==> config.mk <==
export PLATFORM = sky130hd
export DESIGN_NAME = request_frame_receiver
export DESIGN_NICKNAME = d
export VERILOG_FILES = /design/src/hw/rtl/rfr_pkg.sv /design/src/hw/rtl/rfr_ram.sv /design/src/hw/rtl/request_frame_receiver.sv
export SDC_FILE = /design/constraint.sdc
export NUM_CORES = 2
export LEC_CHECK = 0
export ABC_CLOCK_PERIOD_IN_PS = 15000
export BUFFER_PORTS_ARGS = -buffer_cell sky130_fd_sc_hd__clkbuf_2
export CELL_PAD_IN_SITES_DETAIL_PLACEMENT = 0
export CELL_PAD_IN_SITES_GLOBAL_PLACEMENT = 1
export CORE_UTILIZATION = 30
export DETAILED_ROUTE_END_ITERATION = 6
export HOLD_SLACK_MARGIN = 0.05
export PLACE_DENSITY = 0.57
export REMOVE_ABC_BUFFERS = 1
export SLEW_MARGIN = 0
export SYNTH_ARGS = -nofsm -noshare
export SYNTH_HDL_FRONTEND = slang
export SYNTH_SLANG_ARGS = --single-unit
export TNS_END_PERCENT = 1
==> constraint.sdc <==
create_clock -name clk -period 15 [get_ports clk]
set_clock_uncertainty 0.15 [all_clocks]
set_input_delay 1.5 -clock clk [delete_from_list [all_inputs] [get_ports clk]]
set_output_delay 1.5 -clock clk [all_outputs]
set_load 0.01 [all_outputs]
==> src/hw/rtl/rfr_pkg.sv <==
// Shared types and codes for the request frame receiver.
`default_nettype none

package rfr_pkg;

  typedef enum logic [1:0] {
    ACT_RECEIVE = 2'd0,
    ACT_CLEAR   = 2'd1,
    ACT_READ    = 2'd2,
    ACT_UNUSED  = 2'd3
  } action_t;

  typedef struct packed {
    logic [1:0] action;
    logic [7:0] byte_value;
    logic [7:0] read_index;
  } req_t;

  typedef struct packed {
    logic        request_ready;
    logic        overflow_error;
    logic [2:0]  phase;
    logic [7:0]  command_byte;
    logic [7:0]  subfunction_byte;
    logic [15:0] payload_length;
    logic [31:0] frame_crc;
    logic [7:0]  read_data;
  } resp_t;

  // Number of buffer positions that an 8-bit read index can reach.
  localparam int unsigned READ_SPAN = 256;

endpackage

`default_nettype wire

==> src/hw/rtl/rfr_ram.sv <==
// Generic single write port, single read port RAM with registered read data.
`default_nettype none

module rfr_ram #(
  parameter int unsigned WIDTH = 8,
  parameter int unsigned DEPTH = 256
) (
  input  wire logic                                       clk,
  input  wire logic                                       wr_en,
  input  wire logic [((DEPTH > 1) ? $clog2(DEPTH) : 1)-1:0] wr_addr,
  input  wire logic [WIDTH-1:0]                           wr_data,
  input  wire logic                                       rd_en,
  input  wire logic [((DEPTH > 1) ? $clog2(DEPTH) : 1)-1:0] rd_addr,
  output logic      [WIDTH-1:0]                           rd_data
);

  logic [WIDTH-1:0] mem [DEPTH];

  always_ff @(posedge clk) begin
    if (wr_en) begin
      mem[wr_addr] <= wr_data;
    end
    if (rd_en) begin
      rd_data <= mem[rd_addr];
    end
  end

endmodule

`default_nettype wire

==> src/hw/rtl/request_frame_receiver.sv <==
// Request frame receiver: byte parser, payload buffer and result stage.
`default_nettype none

// Takes one request per clock unless stalled: a received byte, a clear, or a
// buffer read. Bytes build a frame of command, subfunction, 16-bit big-endian
// length, payload and 32-bit big-endian CRC (stored, never checked). The
// payload sits in a RAM with registered read, and every request leaves as
// one result carrying the parser state after that request; a new request may
// enter every cycle while unstalled. A result register and a one-deep stage
// behind the RAM read let one more request in while a result waits.
// Only the first 256 buffer positions can be read, so the RAM holds at most
// 256 bytes. Bytes fill the buffer in order from position zero, so the
// payload byte count doubles as a fill mark: a position at or past it reads
// as zero. A clear thus empties the buffer at once, with no clearing pass.
// A length above RX_BUFFER_BYTES raises a sticky overflow on the first
// payload byte; after a full frame or an error, bytes are dropped until a
// clear.

module request_frame_receiver #(
  parameter int unsigned RX_BUFFER_BYTES = 256
) (
  input  wire logic          clk,
  input  wire logic          rst,
  input  wire logic          request_valid,
  output logic               request_stall,
  input  wire rfr_pkg::req_t request,
  output logic               result_valid,
  input  wire logic          result_stall,
  output rfr_pkg::resp_t     result
);

  // RAM only needs the positions that a read can reach.
  localparam int unsigned MEM_DEPTH =
    (RX_BUFFER_BYTES < rfr_pkg::READ_SPAN) ? RX_BUFFER_BYTES : rfr_pkg::READ_SPAN;
  localparam int unsigned ADDR_W = (MEM_DEPTH > 1) ? $clog2(MEM_DEPTH) : 1;
  localparam logic [16:0] LEN_LIMIT = 17'(RX_BUFFER_BYTES);
  localparam logic [16:0] MEM_LIMIT = 17'(MEM_DEPTH);

  typedef enum logic [2:0] {
    PH_COMMAND     = 3'd0,
    PH_SUBFUNCTION = 3'd1,
    PH_LENGTH      = 3'd2,
    PH_PAYLOAD     = 3'd3,
    PH_CRC         = 3'd4,
    PH_READY       = 3'd5,
    PH_ERROR       = 3'd6
  } phase_state_t;

  phase_state_t phase_reg, phase_reg_next;
  logic         length_bytes_seen, length_bytes_seen_next;
  logic [15:0]  payload_bytes_seen, payload_bytes_seen_next;
  logic [1:0]   crc_bytes_seen, crc_bytes_seen_next;
  logic [7:0]   command_reg, command_reg_next;
  logic [7:0]   subfunction_reg, subfunction_reg_next;
  logic [15:0]  length_reg, length_reg_next;
  logic [31:0]  crc_reg, crc_reg_next;
  logic         ready_flag, ready_flag_next;
  logic         error_flag, error_flag_next;

  logic         accept;
  logic         stage_valid;
  logic         stage_hit;
  logic         stage_adv;
  logic         read_hit;
  logic         buf_wr;
  logic [7:0]   ram_q;
  logic [15:0]  seen_inc;
  logic [31:0]  crc_base;
  logic [31:0]  crc_byte;

  // Hold the request while the stage behind the RAM cannot move on.
  assign stage_adv     = !result_valid || !result_stall;
  assign request_stall = stage_valid && !stage_adv;
  assign accept        = request_valid && !request_stall;

  assign seen_inc = payload_bytes_seen + 16'd1;
  assign crc_base = (crc_bytes_seen == 2'd0) ? 32'd0 : crc_reg;

  // Place the CRC byte, most significant first.
  always_comb begin
    case (crc_bytes_seen)
      2'd0:    crc_byte = {request.byte_value, 24'd0};
      2'd1:    crc_byte = {8'd0, request.byte_value, 16'd0};
      2'd2:    crc_byte = {16'd0, request.byte_value, 8'd0};
      default: crc_byte = {24'd0, request.byte_value};
    endcase
  end

  // A position is live only if it lies below the fill mark.
  assign read_hit = (rfr_pkg::action_t'(request.action) == rfr_pkg::ACT_READ)
                  && (17'(request.read_index) < MEM_LIMIT)
                  && (16'(request.read_index) < payload_bytes_seen);

  always_comb begin
    phase_reg_next          = phase_reg;
    length_bytes_seen_next  = length_bytes_seen;
    payload_bytes_seen_next = payload_bytes_seen;
    crc_bytes_seen_next     = crc_bytes_seen;
    command_reg_next        = command_reg;
    subfunction_reg_next    = subfunction_reg;
    length_reg_next         = length_reg;
    crc_reg_next            = crc_reg;
    ready_flag_next         = ready_flag;
    error_flag_next         = error_flag;
    buf_wr                  = 1'b0;

    if (accept) begin
      unique case (rfr_pkg::action_t'(request.action))
        rfr_pkg::ACT_RECEIVE: begin
          unique case (phase_reg)
            PH_COMMAND: begin
              command_reg_next = request.byte_value;
              phase_reg_next   = PH_SUBFUNCTION;
            end
            PH_SUBFUNCTION: begin
              subfunction_reg_next = request.byte_value;
              phase_reg_next       = PH_LENGTH;
            end
            PH_LENGTH: begin
              if (!length_bytes_seen) begin
                length_reg_next        = {request.byte_value, 8'd0};
                length_bytes_seen_next = 1'b1;
              end else begin
                length_reg_next        = {length_reg[15:8], request.byte_value};
                length_bytes_seen_next = 1'b0;
                phase_reg_next = ({length_reg[15:8], request.byte_value} == 16'd0)
                               ? PH_CRC : PH_PAYLOAD;
              end
            end
            PH_PAYLOAD: begin
              if (17'(length_reg) > LEN_LIMIT) begin
                // Drop the byte and latch the overflow.
                error_flag_next = 1'b1;
                phase_reg_next  = PH_ERROR;
              end else begin
                buf_wr                  = 17'(payload_bytes_seen) < MEM_LIMIT;
                payload_bytes_seen_next = seen_inc;
                if (seen_inc >= length_reg) begin
                  phase_reg_next = PH_CRC;
                end
              end
            end
            PH_CRC: begin
              crc_reg_next = crc_base | crc_byte;
              if (crc_bytes_seen == 2'd3) begin
                crc_bytes_seen_next = 2'd0;
                ready_flag_next     = 1'b1;
                phase_reg_next      = PH_READY;
              end else begin
                crc_bytes_seen_next = crc_bytes_seen + 2'd1;
              end
            end
            default: begin
            end
          endcase
        end
        rfr_pkg::ACT_CLEAR: begin
          // Dropping the fill mark empties the buffer.
          phase_reg_next          = PH_COMMAND;
          length_bytes_seen_next  = 1'b0;
          payload_bytes_seen_next = 16'd0;
          crc_bytes_seen_next     = 2'd0;
          command_reg_next        = 8'd0;
          subfunction_reg_next    = 8'd0;
          length_reg_next         = 16'd0;
          crc_reg_next            = 32'd0;
          ready_flag_next         = 1'b0;
          error_flag_next         = 1'b0;
        end
        default: begin
        end
      endcase
    end
  end

  rfr_ram #(
    .WIDTH (8),
    .DEPTH (MEM_DEPTH)
  ) u_buffer (
    .clk     (clk),
    .wr_en   (buf_wr),
    .wr_addr (payload_bytes_seen[ADDR_W-1:0]),
    .wr_data (request.byte_value),
    .rd_en   (accept),
    .rd_addr (request.read_index[ADDR_W-1:0]),
    .rd_data (ram_q)
  );

  // Parser state, the stage behind the RAM read and the result register.
  // The parser state always reflects the last accepted request, so the
  // result takes it as the stage moves out.
  always_ff @(posedge clk) begin
    if (rst) begin
      phase_reg          <= PH_COMMAND;
      length_bytes_seen  <= 1'b0;
      payload_bytes_seen <= 16'd0;
      crc_bytes_seen     <= 2'd0;
      command_reg        <= 8'd0;
      subfunction_reg    <= 8'd0;
      length_reg         <= 16'd0;
      crc_reg            <= 32'd0;
      ready_flag         <= 1'b0;
      error_flag         <= 1'b0;
      stage_valid        <= 1'b0;
      result_valid       <= 1'b0;
    end else begin
      phase_reg          <= phase_reg_next;
      length_bytes_seen  <= length_bytes_seen_next;
      payload_bytes_seen <= payload_bytes_seen_next;
      crc_bytes_seen     <= crc_bytes_seen_next;
      command_reg        <= command_reg_next;
      subfunction_reg    <= subfunction_reg_next;
      length_reg         <= length_reg_next;
      crc_reg            <= crc_reg_next;
      ready_flag         <= ready_flag_next;
      error_flag         <= error_flag_next;
      if (accept) begin
        stage_valid <= 1'b1;
      end else if (stage_adv) begin
        stage_valid <= 1'b0;
      end
      if (stage_adv) begin
        result_valid <= stage_valid;
      end
    end
    if (accept) begin
      stage_hit <= read_hit;
    end
    if (stage_valid && stage_adv) begin
      result.request_ready    <= ready_flag;
      result.overflow_error   <= error_flag;
      result.phase            <= phase_reg;
      result.command_byte     <= command_reg;
      result.subfunction_byte <= subfunction_reg;
      result.payload_length   <= length_reg;
      result.frame_crc        <= crc_reg;
      result.read_data        <= stage_hit ? ram_q : 8'd0;
    end
  end

endmodule

`default_nettype wire
# == Word-level counts from Yosys, hierarchy flattened ==
# Memories as Yosys holds them, arrays and structs flattened. A register that Yosys moved wholly into a read port is not among the register bits.
# Cells that the tools add are included.
# totals
wordCells,117
output_inout_bits,79
ramBits,2048
n_memories,1
register_bits,168
# memory_table
name,words,width,read_ports,rd_ports_with_merged_regs,wr,line_no,text
u_buffer.mem,256,8,1,1,1,rfr_ram.sv:17,logic [WIDTH-1:0] mem [DEPTH];
# classes
bitwise_logic,1
n_addsub,2
eq_ne,22
reduce_logical,24
n_mux,41
magnitude_cmp,4
# ops
cell,n
$pmux 32 s3,1
$mux 16,4
$mux 32,2
$pmux 16 s2,2
$pmux 32 s2,1
$or 32x32->32,1
$pmux 8 s2,2
$add 16x1->16 const B,1
$ge 16x16->1,1
$gt 16x9->1 const B,1
$logic_not 16->1,1
$lt 16x9->1 const B,1
$lt 8x16->1,1
$mux 8,2
$reduce_and 4->1,4
$mux 3,5
$pmux 3 s5,1
$mux 1,14
$reduce_and 3->1,4
$ne 2x2->1 const B,5
$ne 2x1->1 const B,4
$eq 2x2->1 const B,3
$eq 3x2->1 const B,2
$ne 3x3->1 const B,2
17 further kinds,29

# == Depth between registers and ports, before layout ==
# logic_depth
word_depth,9
ltp_mapped,15
mapped_depth_nobuf,12

# == Hierarchy ==
# Synthesis repeated with hierarchy kept, for this count alone.
# unflattened
hier_cells,4336
hier_area_um2,86605.6
# modules_own_cells
mod,area_per_inst_um2,cells_each,n_inst
rfr_ram,79636.4,3733,1
request_frame_receiver,6969.2,603,1

# == Least setup slack after synthesis ==
# Ideal clock, no wire load.
# synth_timing
path_type,input -> register
from,in result_stall
to,"reg result[0] in the netlist's numbering, enable pin"
setup_ns,0.629
stages,1
required_ns,14.221
path_slack_ns,7.121
t_arrival_ns,7.100
cell_sequence,a21boi_0
# synth_between
elab_chain_len,3
# synth_lines
element,line_no,text
"start, declared",request_frame_receiver.sv:28,"input wire logic result_stall,"
$logic_not 1->1,request_frame_receiver.sv:72,assign stage_adv = !result_valid || !result_stall;
$logic_or 1x1->1,request_frame_receiver.sv:72,
$logic_and 1x1->1,request_frame_receiver.sv:229,if (stage_valid && stage_adv) begin
"end, declared",request_frame_receiver.sv:29,output rfr_pkg::resp_t result
# No other way between the ends.
# A chain may end at the register's enable or synchronous reset.

==> reports/results.txt <==
Gpl congestion -> 0.7878
Die X -> 537.3 um
Routed WL per cell -> 27.97 um
First-pass GRT wire length -> 333.0 mm
Post-synth EDFFs -> 2134
Max Slew Vio Count -> 0
Multiplexer share of the synthesized area -> 0.1395
Cell count of the worst reg-to-reg path -> 6
Post-Syn Instances -> 4257
Status -> complete, no violations
Worst path buffer plus inverter count -> 4
Min-delay worst type -> reg2reg
Largest family of logic cells by synthesized area -> multiplexers
Vias -> 42410
Clk Latency, worst-skew pair -> 860 ps
Largest register FFs -> 2048
Pwr Density -> 131.2 nW/um2
Total grt overflow -> 0
Crit-path cells -> buf_8 > buf_4 > buf_4 > buf_4 > mux4_2 > a22o_1 > a211oi_1 > a21oi_1 > a21oi_1 > nor4_1
Worst Path Required -> 15430 ps
Hold depth -> 0
CP Launch Type -> input pin
R2R Path Start -> length_reg[9]$_SDFFE_PP0P_
R2r endpoint -> u_buffer.mem[61][6]$_DFFE_PP_
Max FO, Critical Path -> 52
Synth async-reset ratio -> 0
R2r setup slk -> 10060 ps
MaxCap Viol Count -> 0
Initial DRT Pass Iterations -> 6
CP max-delay cell -> buf_4
Post-synthesis adder-cell area fraction -> 0.004657
# DRC -> 0
CTS Root Cell -> clkbuf_16
CTS tree -> yes
CTS sink count -> 2224
DRT iter0 DRCs -> 4074
Initial Util -> 0.3017
Dpl hpwl -> 140.0 mm
Syn Area/Cell -> 20.19 um2
Post-synth top area cell -> edfxtp_1
Remaining antenna violation count after routing -> 0
Vias per std cell -> 5.059
Overall power -> 12.87 mW
Fillers -> 26660
PortBufs -> 100
RSZ-0062 raised after global routing -> false
CP delay by family, top -> buffers and inverters
Hold_sp -> crc_reg[7]$_SDFFE_PP0P_
Ys flop type -> edfxtp_1
Max clock buf depth -> 3
LEAKAGE -> 30.06 nW
WHS Endpoint -> result[15]$_DFFE_PP_
Core region area -> 285000 um2
Largest cells by area after synthesis -> edfxtp_1, mux4_2, dfxtp_1
Synth warnings -> 0
Commonest cells post-synth -> edfxtp_1, mux4_2, nor2_1
Gr usage total -> 0.1615
Hold Fails Final Rpt -> 0
Setup crit end kind -> flop
H-tree level count -> 4
Setup bufs post-CTS -> 0
Die H -> 537.3 um
Final setup TNS -> 0 ps
XOR/XNOR share of the synthesized area -> 0.001426
Simple-gate share of the synthesized area -> 0.03611
Cell Rows -> 196
Peak VDD IR -> 0.1169 mV
Slew of the pin with the lowest slew margin -> 1142 ps
Top-count cell post-synth -> edfxtp_1
Yosys reg bits -> 2224
CTS Hold Bufs -> 0
Share of cells above drive strength 1 -> 0.2423
Yosys top cell area share -> 0.7454
Slowest Stage Delay on Critical Path -> 840 ps
Initial antenna violation count -> 14
Synth Cell Area -> 85970 um2
Crit. path cell count -> 10
Max_slew headroom -> 0.2385
Minimum clock period -> 5741 ps
Largest net degree at the start of global routing -> 175
Complex-gate fraction of the synthesized area -> 0.03575
Nets -> 4478
# IOs -> 101
Sequential cell area fraction in the yosys report -> 0.7664
Most frequent CP cell -> buf_4
Final Cycle Share -> 0.3827
Die Footprint -> 288700 um2
Area growth syn-to-layout -> 14.08%
Arrival time worst endpoint -> 6170 ps
Post-cts sizing count -> 0
Number of global-route vias before repair -> 43210
Routed WL -> 234.5 mm
Fmax -> 0.1742 GHz
Post-synth cell types -> 64
CTS Buf Count -> 225
Kind of critical path -> in2reg
Clock transition at path regs -> 60 ps
Setup Viol. Count Final -> 0
-- cell usage in the layout, fill, tap and decap left out, drive strengths merged, types with 17 or more instances in the layout --
| cell | netlist | final |
|---|---|---|
| a211oi | 48 | 48 |
| a21oi | 84 | 84 |
| a221oi | 18 | 18 |
| a22o | 34 | 34 |
| a22oi | 84 | 84 |
| a31oi | 17 | 17 |
| buf | 125 | 103 |
| clkbuf | 127 | 368 |
| clkinv | 1 | 105 |
| dfxtp | 90 | 90 |
| edfxtp | 2134 | 2134 |
| ha | 32 | 32 |
| inv | 34 | 43 |
| mux2 | 17 | 17 |
| mux2i | 106 | 106 |
| mux4 | 477 | 477 |
| nand2 | 91 | 91 |
| nand3 | 30 | 30 |
| nor2 | 390 | 390 |
| nor2b | 21 | 21 |
| nor3 | 25 | 25 |
| nor4 | 25 | 25 |
| o21ai | 19 | 19 |
| o22ai | 103 | 103 |
-- power by group --
part | internal [mW] | switching [mW]
clock | 3.08 | 2.39
combinational | 0.185 | 0.376
sequential | 6.82 | 0.0126
total | 10.1 | 2.78
-- per-layer routing --
metal / up-vias / global-route usage / routed length (um)
li1: 17890 / - / -
met1: 22920 / 0.2245 / 102300
met2: 1330 / 0.2627 / 113300
met3: 261 / 0.02759 / 13780
met4: 4 / 0.03966 / 5112
met5: - / 0 / 27
-- kinds of logic after synthesis --
group	after synthesis
xor+xnor	14
mux	600
fa+ha+maj	32
flops	2224
buf+inv	287
simple gates	651
compound gates	449
-- metrics by stage --
stage	instances	setup slack, ps	hold WS (ps)	utilization	instance area, um2
6_report	8383	9259	283.7	0.3442	98070
5_1_grt	8378	8756	290.6	0.3441	98060
2_1_floorplan	4005	7121	257.6	-	84710
3_5_place_dp	7959	8164	268.1	0.3190	90910
4_1_cts	8377	9100	287.0	0.3441	98060
3_3_place_gp	7959	8134	264.2	0.3190	90910
-- how the worst max path moves through the flow --
stage,startpoint,endpoint,slack (ps)
global placement,request[0],u_buffer.rd_data[7]$_DFFE_PP_,8130
floorplan,result_stall,result[0]$_SDFFCE_PN0P_,7120
global route,request[0],u_buffer.rd_data[7]$_DFFE_PP_,8760
CTS,request[0],u_buffer.rd_data[7]$_DFFE_PP_,9100
detailed placement,request[0],u_buffer.rd_data[7]$_DFFE_PP_,8160
finish,request[0],u_buffer.rd_data[7]$_DFFE_PP_,9260
-- worst register-to-register path: stages (launching register included) --
cell     delay [ps]
dfxtp_1         390
nor3_1          610
nand2_1         190
or3b_4          440
nor4_4          670
nand4_1        1010
nor2_1         1060
-- area by class of cell --
cell class | count | area, um2 | area share
Clock inverter | 139 | 1217 | 0.01241
Clock buffer | 279 | 5936 | 0.06052
Timing Repair Buffer | 192 | 1356 | 0.01383
Multi-Input combinational cell | 1746 | 18830 | 0.1920
Sequential cell | 2224 | 65880 | 0.6718
Tap cell | 3762 | 4707 | 0.04799
Antenna cell | 6 | 15.01 | 0.0001531
Inverter | 35 | 131.4 | 0.001340
No activity file was read; power rests on OpenSTA's default activity.
